## src/cmr_pkg.sv

```systemverilog
`timescale 1ns / 1ps
// ----------------------------------------------------------------------------
// cmr_pkg
// Shared types and constants of the Catmull-Rom spline position unit.
// ----------------------------------------------------------------------------
package cmr_pkg;

  localparam int MAX_POINTS_DEF = 64;
  localparam int COORD_BITS_DEF = 32;

  // curve parameter, unsigned Q0.16 with one extra bit for 1.0
  localparam int T_W    = 17;
  localparam int FRAC_W = 16;
  localparam logic [T_W-1:0] ONE_Q16 = 17'h10000;

  // fewest points that give a valid curve
  localparam int MIN_POINTS = 4;

  typedef enum logic {
    CMD_WRITE = 1'b0,
    CMD_EVAL  = 1'b1
  } cmd_e;

  // per-stage load strobes of the evaluation pipeline
  typedef struct packed {
    logic coef;
    logic mul1;
    logic add1;
    logic mul2;
    logic add2;
    logic mul3;
    logic add3;
    logic fin;
  } cmr_adv_t;

endpackage

```

## src/cmr_seg.sv

```systemverilog
`timescale 1ns / 1ps
// ----------------------------------------------------------------------------
// cmr_seg
// Segment lookup: splits the global parameter into segment and local
// parameter and forms the four control point addresses.
// ----------------------------------------------------------------------------
module cmr_seg #(
  parameter int MAX_POINTS = cmr_pkg::MAX_POINTS_DEF
) (
  input  logic [$clog2(MAX_POINTS+1)-1:0]    count_i,
  input  logic [cmr_pkg::T_W-1:0]            t_i,
  output logic [3:0][$clog2(MAX_POINTS)-1:0] idx_o,
  output logic [cmr_pkg::T_W-1:0]            u_o,
  output logic                               invalid_o
);

  localparam int IDX_W = $clog2(MAX_POINTS);
  localparam int CNT_W = $clog2(MAX_POINTS + 1);
  localparam int UG_W  = cmr_pkg::T_W + IDX_W;
  localparam int F_W   = cmr_pkg::FRAC_W;

  logic [CNT_W-1:0] n;
  logic [CNT_W-1:0] n_m1;
  logic [IDX_W-1:0] div;
  logic [IDX_W-1:0] cap;
  logic [cmr_pkg::T_W-1:0] tc;
  logic [UG_W-1:0]  uglob;
  logic [UG_W-1:0]  seg_base;
  logic [IDX_W:0]   seg_raw;
  logic [IDX_W-1:0] seg;
  logic [CNT_W:0]   seg_p2;

  always_comb begin
    n = (count_i > CNT_W'(MAX_POINTS)) ? CNT_W'(MAX_POINTS) : count_i;
    invalid_o = n < CNT_W'(cmr_pkg::MIN_POINTS);
    tc = (t_i > cmr_pkg::ONE_Q16) ? cmr_pkg::ONE_Q16 : t_i;
    n_m1 = n - CNT_W'(1);
    div = n_m1[IDX_W-1:0];
    cap = div - IDX_W'(1);
    uglob = UG_W'(tc) * UG_W'(div);
    seg_raw = uglob[UG_W-1:F_W];
    seg = (seg_raw > {1'b0, cap}) ? cap : seg_raw[IDX_W-1:0];
    seg_base = UG_W'(seg) << F_W;
    u_o = cmr_pkg::T_W'(uglob - seg_base);
    seg_p2 = (CNT_W+1)'(seg) + (CNT_W+1)'(2);
    idx_o[1] = seg;
    idx_o[2] = seg + IDX_W'(1);
    // repeat the end points at both ends of the curve
    idx_o[0] = (seg == '0) ? seg : seg - IDX_W'(1);
    idx_o[3] = (seg_p2 >= {1'b0, n}) ? idx_o[2] : seg_p2[IDX_W-1:0];
  end

endmodule

```

## config.mk

```make
export PLATFORM = sky130hd
export DESIGN_NAME = cmr_seg
export DESIGN_NICKNAME = d
export VERILOG_FILES = /design/src/cmr_pkg.sv /design/src/cmr_seg.sv
export SDC_FILE = /design/constraint.sdc
export NUM_CORES = 1
export LEC_CHECK = 0
export BUFFER_PORTS_ARGS = -buffer_cell sky130_fd_sc_hd__buf_2
export CAP_MARGIN = 20
export CORE_ASPECT_RATIO = 1.25
export CORE_MARGIN = 8
export CORE_UTILIZATION = 66
export DETAILED_ROUTE_END_ITERATION = 10
export PLACE_DENSITY = 0.91
export SYNTH_ARGS = -nofsm -noshare
export SYNTH_HDL_FRONTEND = slang
export SYNTH_SLANG_ARGS = --single-unit
```

## constraint.sdc

```tcl
create_clock -name vclk -period 15.2
set_clock_uncertainty 0.05 [all_clocks]
set_input_delay 0.76 -clock vclk [all_inputs]
set_output_delay 0.76 -clock vclk [all_outputs]
set_load 0.03 [all_outputs]
```

Yosys cells after proc, flatten, opt, wreduce, memory -nomap -nowiden
Index checks and enable logic that the tools add are counted.

operators by class
  add/sub/neg operators = 6
  multipliers = 1
  $lt $le $gt $ge = 5
  mux-type cells = 5
  reduce and logical (&&, ||, !) cells = 1

operator list
  cell                  count
  $mul 17x6->23         1
  $mux 6                3
  $sub 6x1->6 const B   3
  $gt 17x17->1 const B  1
  $mux 17               1
  $sub 17x17->17        1
  $add 6x2->7 const B   1
  $ge 7x7->1            1
  $gt 7x6->1            1
  $gt 7x7->1 const B    1
  $lt 7x3->1 const B    1
  $mux 7                1
  $add 6x1->6 const B   1
  $logic_not 6->1       1

word-level totals
  register bits after elaboration = 0
  input bits = 24
  output and inout bits = 42
  word-level logic and storage cells = 18

Depth between registers and ports, before layout
Gate-level depths: netlist (run 1).

  word-level depth = 9
  gate-level depth with buffers = 42

Worst setup path before layout (run 1)
OpenSTA, ideal clock, no wires.

  path kind = input port to output port
  from = in count_i[0]
  to = out idx_o[21] (netlist bit)
  arrival = 9.258 ns
  setup slack = 5.132 ns
  stages = 40
  buffers on the path = 3
  cell sequence = nor2b_1 -> inv_1 -> buf_2 -> ha_1 -> nand4bb_1 -> a21oi_1 -> or2_2 -> nor2_1 -> clkbuf_1 -> nand2_1 -> fa_1 -> fa_1 -> fa_1 -> inv_1 -> ha_1 -> and3_1 -> a221oi_2 -> nor4_1 -> [4 not listed] -> a21o_1 -> a21oi_1 -> o21ai_0 -> o21ai_2 -> and2_4 -> buf_6 -> o21a_1 -> inv_1 -> ha_1 -> xor2_1 -> ha_1 -> nand2_1 -> o21ai_0 -> nand3_1 -> nand2_1 -> inv_1 -> and3_1 -> a221oi_1

RTL lines
  element          RTL line       source
  start, declared  cmr_seg.sv:10  input logic [$clog2(MAX_POINTS+1)-1:0] count_i,
  end, declared    cmr_seg.sv:12  output logic [3:0][$clog2(MAX_POINTS)-1:0] idx_o,

==> key figures, run 1 <==
Setup path
  – Worst path arrival time: 10.36 ns
  – Setup crit end kind: output port
  – Crit-path slowest cell: nor2_1
  – Critical Path RT: 14.39 ns
  – Startpoint types: primary input
  – WP depth: 40
  – Cell family with most CP delay: adder cells
  – Worst stage delay on the critical path: approximately 0.74 ns
  – Most common cell on crit path: inv_1
  – CP endpoint: idx_o[21]
  – Class of the most critical setup path: primary input to output port
  – Crit path buf inv count: 8
  – Worst Setup SP: count_i[6]
  – Critical path fanouts, max: 16

Placement
  – GPL Wtd Cong: 0.923
  – Final HPWL DP: 10000 um
  – Cell Area, Placed: 0.00479 sq mm
  – Port Buf Inserts: 66

Timing
  – Final Hold Vio Count: 0
  – Hold_ws: around 1.8 ns
  – Final cycle utilization of the critical path: 0.735
  – Setup violators final: 0
  – Setup tns final: 0 ns
  – Final Max Slew Viols: 0
  – RSZ-0062 raised after global routing: false
  – Least-Margin Pin Slew: 1.01 ns
  – Relative slew slack: 0.323
  – Fin crit period: 11.17 ns
  – Max Clock Freq: slightly below 90 MHz

Run status
  – Status: finished, final reports clean

Yosys
  – Cell count after synthesis: 558
  – Cell Area, Synth: 0.00444 sq mm
  – Synth Area per Inst: 7.96 sq um
  – Commonest cells post-synth: 84 x inv_1, 67 x nand2_1, 61 x fa_1
  – Netlist cell types: 72
  – Seq/Total Area, Yosys: 0
  – Mapped Nets: 692
  – Synth top area cells: fa_1 28%, ha_1 14%, and2_1 7.5%
  – Top-count cell post-synth: inv_1
  – Area share of the largest cell type after synthesis: 0.275
  – Cell taking the most area after synthesis: fa_1
  – Synth warn: 0

Layout
  – Post-layout util: 0.736
  – P&R area growth vs syn: 8.17%
  – Sequential cells: 0
  – NumNets Final: 748
  – Reg area: 0 sq um
  – ANT cells: 0
  – Layout clock buffer count: 0
  – Share of cells above drive strength 1: 0.160
  – Final instance area: 0.00480 sq mm
  – Fillers: between 400 and 500

CTS
  – # resized after CTS: 0
  – Cts hold-fix bufs: 0
  – Setup bufs post-CTS: 0

Power and ir drop
  – PD cells: 207 mW/mm^2
  – P_leak: 2.36 nW
  – Worst vdd ir: 448 uV

Drt
  – Final WL: 11600 um
  – Initial DRC Count: 288
  – Drt via density: around 6
  – Post-route DRC: 0
  – DRT Pass-1 Iters: 5
  – DRT antenna net count: 0
  – Vias: 4111
  – Avg WL per Cell: around 17 um

Floorplanning
  – Die footprint: 0.00962 sq mm
  – Starting Density: 0.680
  – # IOs: 66
  – Core Region: approximately 0.0065 sq mm
  – Chip height: about 110 um
  – Number of cell rows: 33
  – Die width: roughly 89 um

GRT
  – Pin count of the biggest net entering global routing: 17
  – First-pass GRT wire length: slightly below 20000 um
  – Gr usage total: 0.247
  – Initial antenna violation count: 0
  – Gr ovfl total: 0
  – Vias in the first global route: 4190

Hold path
  – Hold_sp: count_i[6]
  – Worst hold path class: primary input to output port

Flow run
  – Max-cap violation count: 0
[kinds of logic (layout without fill, tap and decap cells)]
logic type                 after synthesis  in the layout  synth area share
and+or+nand+nor                        213            213             0.255
AOI/OAI and AO/OA                       99             99             0.160
adders and majority gates              110            110             0.413
buffers and inverters                  100            154            0.0939
xor gates and xnor gates                30             30            0.0634
muxes                                    6              6            0.0152
[worst min-delay path by stage]
| stage | endpoint | slack, ns | cells after the start |
|---|---|---|---|
| after floorplan | invalid_o | 1.58 | 1 |
| after global placement | invalid_o | 1.81 | 3 |
| after detailed placement | invalid_o | 1.82 | 3 |
| after CTS | invalid_o | 1.82 | 3 |
| after global routing | invalid_o | 1.83 | 3 |
| final | invalid_o | 1.82 | 3 |
[metal layers]
layer	global-route usage	routed length, um	up-vias
met1	0.305	4570	1972
met5	0	0	-
met4	0.0703	259	0
met2	0.446	6170	162
met3	0.0130	587	23
li1	-	-	1954
[layout by cell type, fill, tap and decap left out, types with 3 or more instances in the layout]
master | netlist | final
a21oi_2 | 3 | 3
a22o_1 | 3 | 3
a21o_1 | 13 | 13
nand4_1 | 3 | 3
ha_1 | 49 | 49
and2_1 | 53 | 53
o21ai_0 | 14 | 14
nand2_1 | 67 | 67
mux2i_1 | 3 | 3
buf_2 | 2 | 66
inv_1 | 84 | 84
a211oi_1 | 3 | 3
o211ai_1 | 3 | 3
o21a_1 | 3 | 3
xnor2_1 | 21 | 21
nand3_1 | 14 | 14
fa_1 | 61 | 61
nor3_1 | 10 | 10
nor2_1 | 25 | 25
xor2_1 | 8 | 8
a21oi_1 | 25 | 25
nor4_1 | 5 | 5
nand2b_1 | 10 | 10
nor2b_1 | 7 | 7
[power breakdown]
part           internal (mW)  leakage [nW]  switching (mW)
logic                  0.329          2.36           0.667
registers                  0             0               0
clock network              0             0               0
total                  0.329          2.36           0.667
[through the flow]
| step | power, mW | cells | worst slack (ns) |
|---|---|---|---|
| global route | 1.08 | 699 | 3.10 |
| detailed placement | 0.989 | 698 | 4.17 |
| floorplan | 0.764 | 558 | 5.13 |
| CTS | 0.993 | 698 | 4.15 |
| global placement | 0.964 | 698 | 4.47 |
| finish | 0.996 | 699 | 4.03 |
[layout make-up]
type,count,area (sq um),share of cell area
Multi-Input combinational cell,458,4020,0.838
Tap cell,87,109,0.0227
Timing Repair Buffer,68,345,0.0719
Inverter,86,325,0.0677
(Power assumes the default switching activity.)
==> run 2, diff against run 1 <==
--- a/config.mk
+++ b/config.mk
@@ -9,9 +9,9 @@
 export CAP_MARGIN = 20
 export CORE_ASPECT_RATIO = 1.25
 export CORE_MARGIN = 8
-export CORE_UTILIZATION = 66
+export CORE_UTILIZATION = 56
 export DETAILED_ROUTE_END_ITERATION = 10
-export PLACE_DENSITY = 0.91
+export PLACE_DENSITY = 0.82
 export SYNTH_ARGS = -nofsm -noshare
 export SYNTH_HDL_FRONTEND = slang
 export SYNTH_SLANG_ARGS = --single-unit
==> constraint.sdc (replaced) <==
create_clock -name vclk -period 9.8
set_clock_uncertainty 0.05 [all_clocks]
set_input_delay 0.49 -clock vclk [all_inputs]
set_output_delay 0.49 -clock vclk [all_outputs]
set_load 0.03 [all_outputs]
==> run 2 against run 1 <==
Combinational power increased by 59%; sequential share of layout area unchanged; critical path type unchanged; via count increased by 1.4%; global-route usage decreased by 3.4 points; flip-flop and latch count unchanged; wire length decreased by 0.16%.
==> key figures, run 2 (synthesis gave the netlist of run 1 again) <==
Drt
  – Final WL: 11600 um
  – Avg WL per Cell: 16.0 um
  – Post-route DRC: 0
  – DRT Pass-1 Iters: 5
  – DRT antenna net count: 0
  – Drt via density: just under 6
  – Initial DRC Count: 163
  – Vias: 4170

Power and ir drop
  – Sequential Power Share: 0
  – P_leak: 2.44 nW
  – PD cells: 320 mW/mm^2
  – Logic pwr share: 1.000
  – Int Pwr: approximately 0.55 mW
  – Worst vdd ir: 680 uV
  – Switching pwr: slightly above 1 mW
  – Final Power: roughly 1.6 mW
  – Sw Share: 0.654
  – Clock Power Share: 0

Layout
  – Multi-input gate area: 0.00403 sq mm
  – Share of cells above drive strength 1: 0.188
  – Reg area: 0 sq um
  – Layout clock buffer count: 0
  – Most common cell after layout, fill and taps aside: inv_1
  – NumNets Final: 764
  – P&R area growth vs syn: 11.3%
  – Fillers: about 650
  – Sequential cells: 0
  – ANT cells: 0
  – Most frequent cells in the layout: 84 x inv_1, 66 x buf_2, 65 x nand2_1

Timing
  – Fin crit period: about 9 ns
  – Least-Margin Pin Slew: roughly 0.60 ns
  – RSZ-0062 raised after global routing: false
  – Max Clock Freq: 108 MHz
  – Final Hold Vio Count: 0
  – Setup violators final: 0
  – Setup tns final: 0 ns
  – Final cycle utilization of the critical path: 0.941
  – Final Max Slew Viols: 0
  – Relative slew slack: 0.592

Setup path
  – Class of the most critical setup path: primary input to output port
  – Worst path arrival time: roughly 8.7 ns
  – CP endpoint: idx_o[21]
  – Critical Path RT: ~9 ns
  – Worst stage delay on the critical path: 0.56 ns
  – WP depth: 41
  – Setup crit end kind: output port
  – Cell family with most CP delay: adder cells
  – Crit-path slowest cell: fa_1
  – Crit path buf inv count: 9
  – Startpoint types: primary input
  – Worst Setup SP: count_i[6]
  – Critical path fanouts, max: 16

Placement
  – Final HPWL DP: 9890 um
  – Port Buf Inserts: 66
  – GPL Wtd Cong: around 0.93

Hold path
  – Hold_sp: count_i[6]
  – Worst hold path class: primary input to output port

Floorplanning
  – Core Region: 0.00775 sq mm
  – Chip height: 116 um
  – Starting Density: 0.573
  – Die width: 95.6 um
  – Number of cell rows: 36
  – Die footprint: 0.0111 sq mm
  – # IOs: 66

GRT
  – Pin count of the biggest net entering global routing: 17
  – First-pass GRT wire length: 19600 um
  – Initial antenna violation count: 0
  – Gr ovfl total: 0
  – Gr usage total: 0.214
  – Vias in the first global route: 4430

CTS
  – Cts hold-fix bufs: 0

Flow run
  – Max-cap violation count: 0

Run status
  – Status: finished, final reports clean
[run 2: cell types whose count changed in the layout (fill, tap and decap cells not counted)]
cell | previous run | this run
buf_4 | 2 | 18
nand2_1 | 67 | 65
nand2_2 | 0 | 2
nor2_1 | 25 | 23
nor2_2 | 0 | 2
[run 2: power groups by stage]
stage / Combinational [mW] / Sequential, mW / Clock, mW
finish: 1.58 / 0 / 0
global route: 1.73 / 0 / 0
CTS: 1.57 / 0 / 0
detailed placement: 1.56 / 0 / 0
global placement: 1.53 / 0 / 0
floorplan: 1.18 / 0 / 0
[run 2: timing repair]
action                                  in CTS  in global routing
setup buffers                                0                  3
resized for setup                            0                  4
endpoints found under the setup margin       0                  6
[run 2: stage by stage]
stage          setup slack [ns]  std cells  hold slack (ns)  utilization  cell area (sq um)
6_report                  0.577        723             1.27        0.638               4940
5_1_grt                  0.0381        723             1.29        0.638               4940
4_1_cts                   0.230        720             1.28        0.634               4910
3_5_place_dp              0.250        720             1.27        0.634               4910
3_3_place_gp              0.502        720             1.27        0.634               4910
2_1_floorplan             0.272        558             1.04            -               4440
[run 2: layout make-up]
type / instances / share of cell area
inverter: 86 / 0.0658
multi-input combinational: 458 / 0.816
tap: 95 / 0.0241
timing repair buffer: 84 / 0.0942
[run 2: metal layers]
metal | global-route usage | share of wire | vias up
met2 | 0.394 | 0.53 | 150
li1 | - | - | 1982
met3 | 0.0253 | 0.065 | 28
met4 | 0.0699 | 0.025 | 0
met1 | 0.245 | 0.38 | 2010
met5 | 0 | 0 | -
[run 2: worst min-delay path by stage]
stage | endpoint | slack [ns] | cells after the start
2_1_floorplan | invalid_o | 1.04 | 1
3_3_place_gp | invalid_o | 1.27 | 3
3_5_place_dp | invalid_o | 1.27 | 3
4_1_cts | invalid_o | 1.28 | 3
5_1_grt | invalid_o | 1.29 | 3
6_report | invalid_o | 1.27 | 3
==> run 3, diff against run 2 <==
--- a/config.mk
+++ b/config.mk
@@ -5,6 +5,7 @@
 export SDC_FILE = /design/constraint.sdc
 export NUM_CORES = 1
 export LEC_CHECK = 0
+export ABC_AREA = 1
 export BUFFER_PORTS_ARGS = -buffer_cell sky130_fd_sc_hd__buf_2
 export CAP_MARGIN = 20
 export CORE_ASPECT_RATIO = 1.25
==> run 3 against run 2 <==
Combinational power fell by 7%; global-route usage rose by 1.8 points; first-iteration DRC count rose by 77%; cell count rose by 15%; maximum frequency rose by 0.48%; hold slack got worse by 0.036 ns; non-clock buffer count fell by 13; core utilization fell by 0.48 points; wire length rose by 6.3%; clock-buffer cell count did not move; sequential share of layout area did not move; critical path type unchanged; critical endpoint is now idx_o[18]; largest cell class unchanged.
==> key figures, run 3 <==
GRT
  – Vias in the first global route: ~4.8k
  – Pin count of the biggest net entering global routing: 18
  – Gr usage total: 0.231
  – Gr ovfl total: 0
  – Initial antenna violation count: 0
  – First-pass GRT wire length: slightly above 20000 um

Layout
  – P&R area growth vs syn: 11.3%
  – Post-layout util: 0.633
  – Fillers: 719
  – NumNets Final: a little under 900
  – Sequential cells: 0
  – Reg area: 0 sq um
  – Final instance area: between 0.004 and 0.005 sq mm
  – Layout clock buffer count: 0
  – Share of cells above drive strength 1: 0.138
  – Most common cell after layout, fill and taps aside: nand2_1
  – Most frequent cells in the layout: 173 x nand2_1, 138 x inv_1, 79 x nor2_1
  – ANT cells: 0

Drt
  – WL met2: 6230 um
  – DRT Pass-1 Iters: 7
  – Final WL: 12300 um
  – Initial DRC Count: 289
  – Vias: 4569
  – Post-route DRC: 0
  – M1 WL: about 4700 um
  – Drt via density: 5.52
  – Wire length on met3: 896 um
  – Uppermost layer routed: met4
  – Avg WL per Cell: about 15 um
  – DRT antenna net count: 0

Yosys
  – Mapped Nets: 804
  – Top-count cell post-synth: nand2_1
  – Area share of the largest cell type after synthesis: 0.280
  – Synth top area cells: fa_1 28%, nand2_1 15%, ha_1 14%
  – Synth Area per Inst: 6.50 sq um
  – Commonest cells post-synth: 175 x nand2_1, 139 x inv_1, 79 x nor2_1
  – Cell count after synthesis: 670
  – Synth warn: 0
  – Cell Area, Synth: 0.00436 sq mm
  – Seq/Total Area, Yosys: 0
  – Cell taking the most area after synthesis: fa_1
  – Netlist cell types: 37

Setup path
  – Most common cell on crit path: nand2_1
  – Critical Path RT: 9.26 ns
  – Class of the most critical setup path: primary input to output port
  – Setup crit end kind: output port
  – Startpoint types: primary input
  – Worst path arrival time: a little under 9 ns
  – Worst stage delay on the critical path: 0.55 ns
  – Critical path fanouts, max: 15
  – Crit-path slowest cell: fa_1

Floorplanning
  – # IOs: 66
  – Chip height: 115 um
  – Die width: 94.9 um
  – Die footprint: 0.0109 sq mm
  – Number of cell rows: 36
  – Core Region: 0.00766 sq mm
  – Starting Density: 0.569

CTS
  – Setup bufs post-CTS: 0

Placement
  – Port Buf Inserts: 66
  – Final HPWL DP: 10700 um
  – GPL Wtd Cong: 0.929
  – Cell Area, Placed: 0.00481 sq mm

Timing
  – Max Clock Freq: 109 MHz
  – Final Hold Vio Count: 0
  – Hold_ws: roughly 1.2 ns
  – Fin crit period: between 9 and 10 ns
  – Final Max Slew Viols: 0
  – Relative slew slack: 0.611
  – Setup tns final: 0 ns
  – Setup violators final: 0
  – Least-Margin Pin Slew: 0.584 ns
  – Final cycle utilization of the critical path: 0.937

Power and ir drop
  – P_leak: between 2 and 3 nW
  – Final Power: between 1 and 1.5 mW
  – Worst vdd ir: about 730 uV
  – PD cells: 304 mW/mm^2

Hold path
  – Hold-critical path endpoint: invalid_o
  – Worst hold path class: primary input to output port
  – Hold path cells: 3
  – Hold_sp: count_i[4]

Run status
  – Status: finished, final reports clean

Flow run
  – Max-cap violation count: 0
run 3: cell types whose count changed after synthesis, sizes merged, moves of 15 or more:
cell   previous run  this run
nand2            67       188
and2             54         4
nor2             25        84
xnor2            22         7
inv              86       140
nand3            15        32
run 3: cells by family (layout without fill, tap and decap cells):
kind of cell	Yosys count	count (layout)	synth area share
compound gates	61	61	0.0798
simple gates	328	328	0.321
fa+ha+maj	110	110	0.421
buf+inv	149	212	0.130
xor+xnor	22	22	0.0477
run 3: routing by layer:
metal,GRT usage,vias up
met5,0,-
met4,0.0741,0
met3,0.0243,46
met2,0.421,213
met1,0.271,2133
li1,-,2177
run 3: critical path: cells and delay by family:
kind / cells / cell delay [ns]
adders and majority gates: 7 / 2.73
buffers and inverters: 8 / 1.08
xor gates and xnor gates: 2 / 0.39
and+or+nand+nor: 21 / 2.74
AOI/OAI and AO/OA: 5 / 1.20
run 3: power by group:
group          switching (mW)  leakage [nW]  internal, mW
logic                    1.04          2.76         0.438
clock network               0             0             0
registers                   0             0             0
run 3: repair_timing:
action / in CTS / in global routing
hold buffers: 0 / 0
gates resized for setup: 0 / 8
endpoints found under the setup margin: 0 / 6
run 3: area by class of cell:
type	count	area (sq um)	area share
repair buffers	71	368	0.0759
inverters	141	529	0.109
well taps	95	119	0.0245
multi-input cells	521	3830	0.790
run 3: metrics by stage:
stage | worst slack, ns | std cells
2_1_floorplan | 1.08 | 670
3_3_place_gp | 0.537 | 828
3_5_place_dp | 0.294 | 828
4_1_cts | 0.281 | 828
5_1_grt | -0.00977 | 828
6_report | 0.621 | 828
run 3: how the worst max path moves through the flow:
stage / depth (start not counted) / slack, ns / endpoint / startpoint
floorplan: 40 / 1.08 / idx_o[19] / count_i[5]
global placement: 42 / 0.54 / idx_o[18] / count_i[6]
detailed placement: 42 / 0.29 / idx_o[18] / count_i[6]
CTS: 42 / 0.28 / idx_o[18] / count_i[6]
global route: 42 / -0.01 / idx_o[18] / count_i[4]
finish: 43 / 0.62 / idx_o[18] / count_i[2]
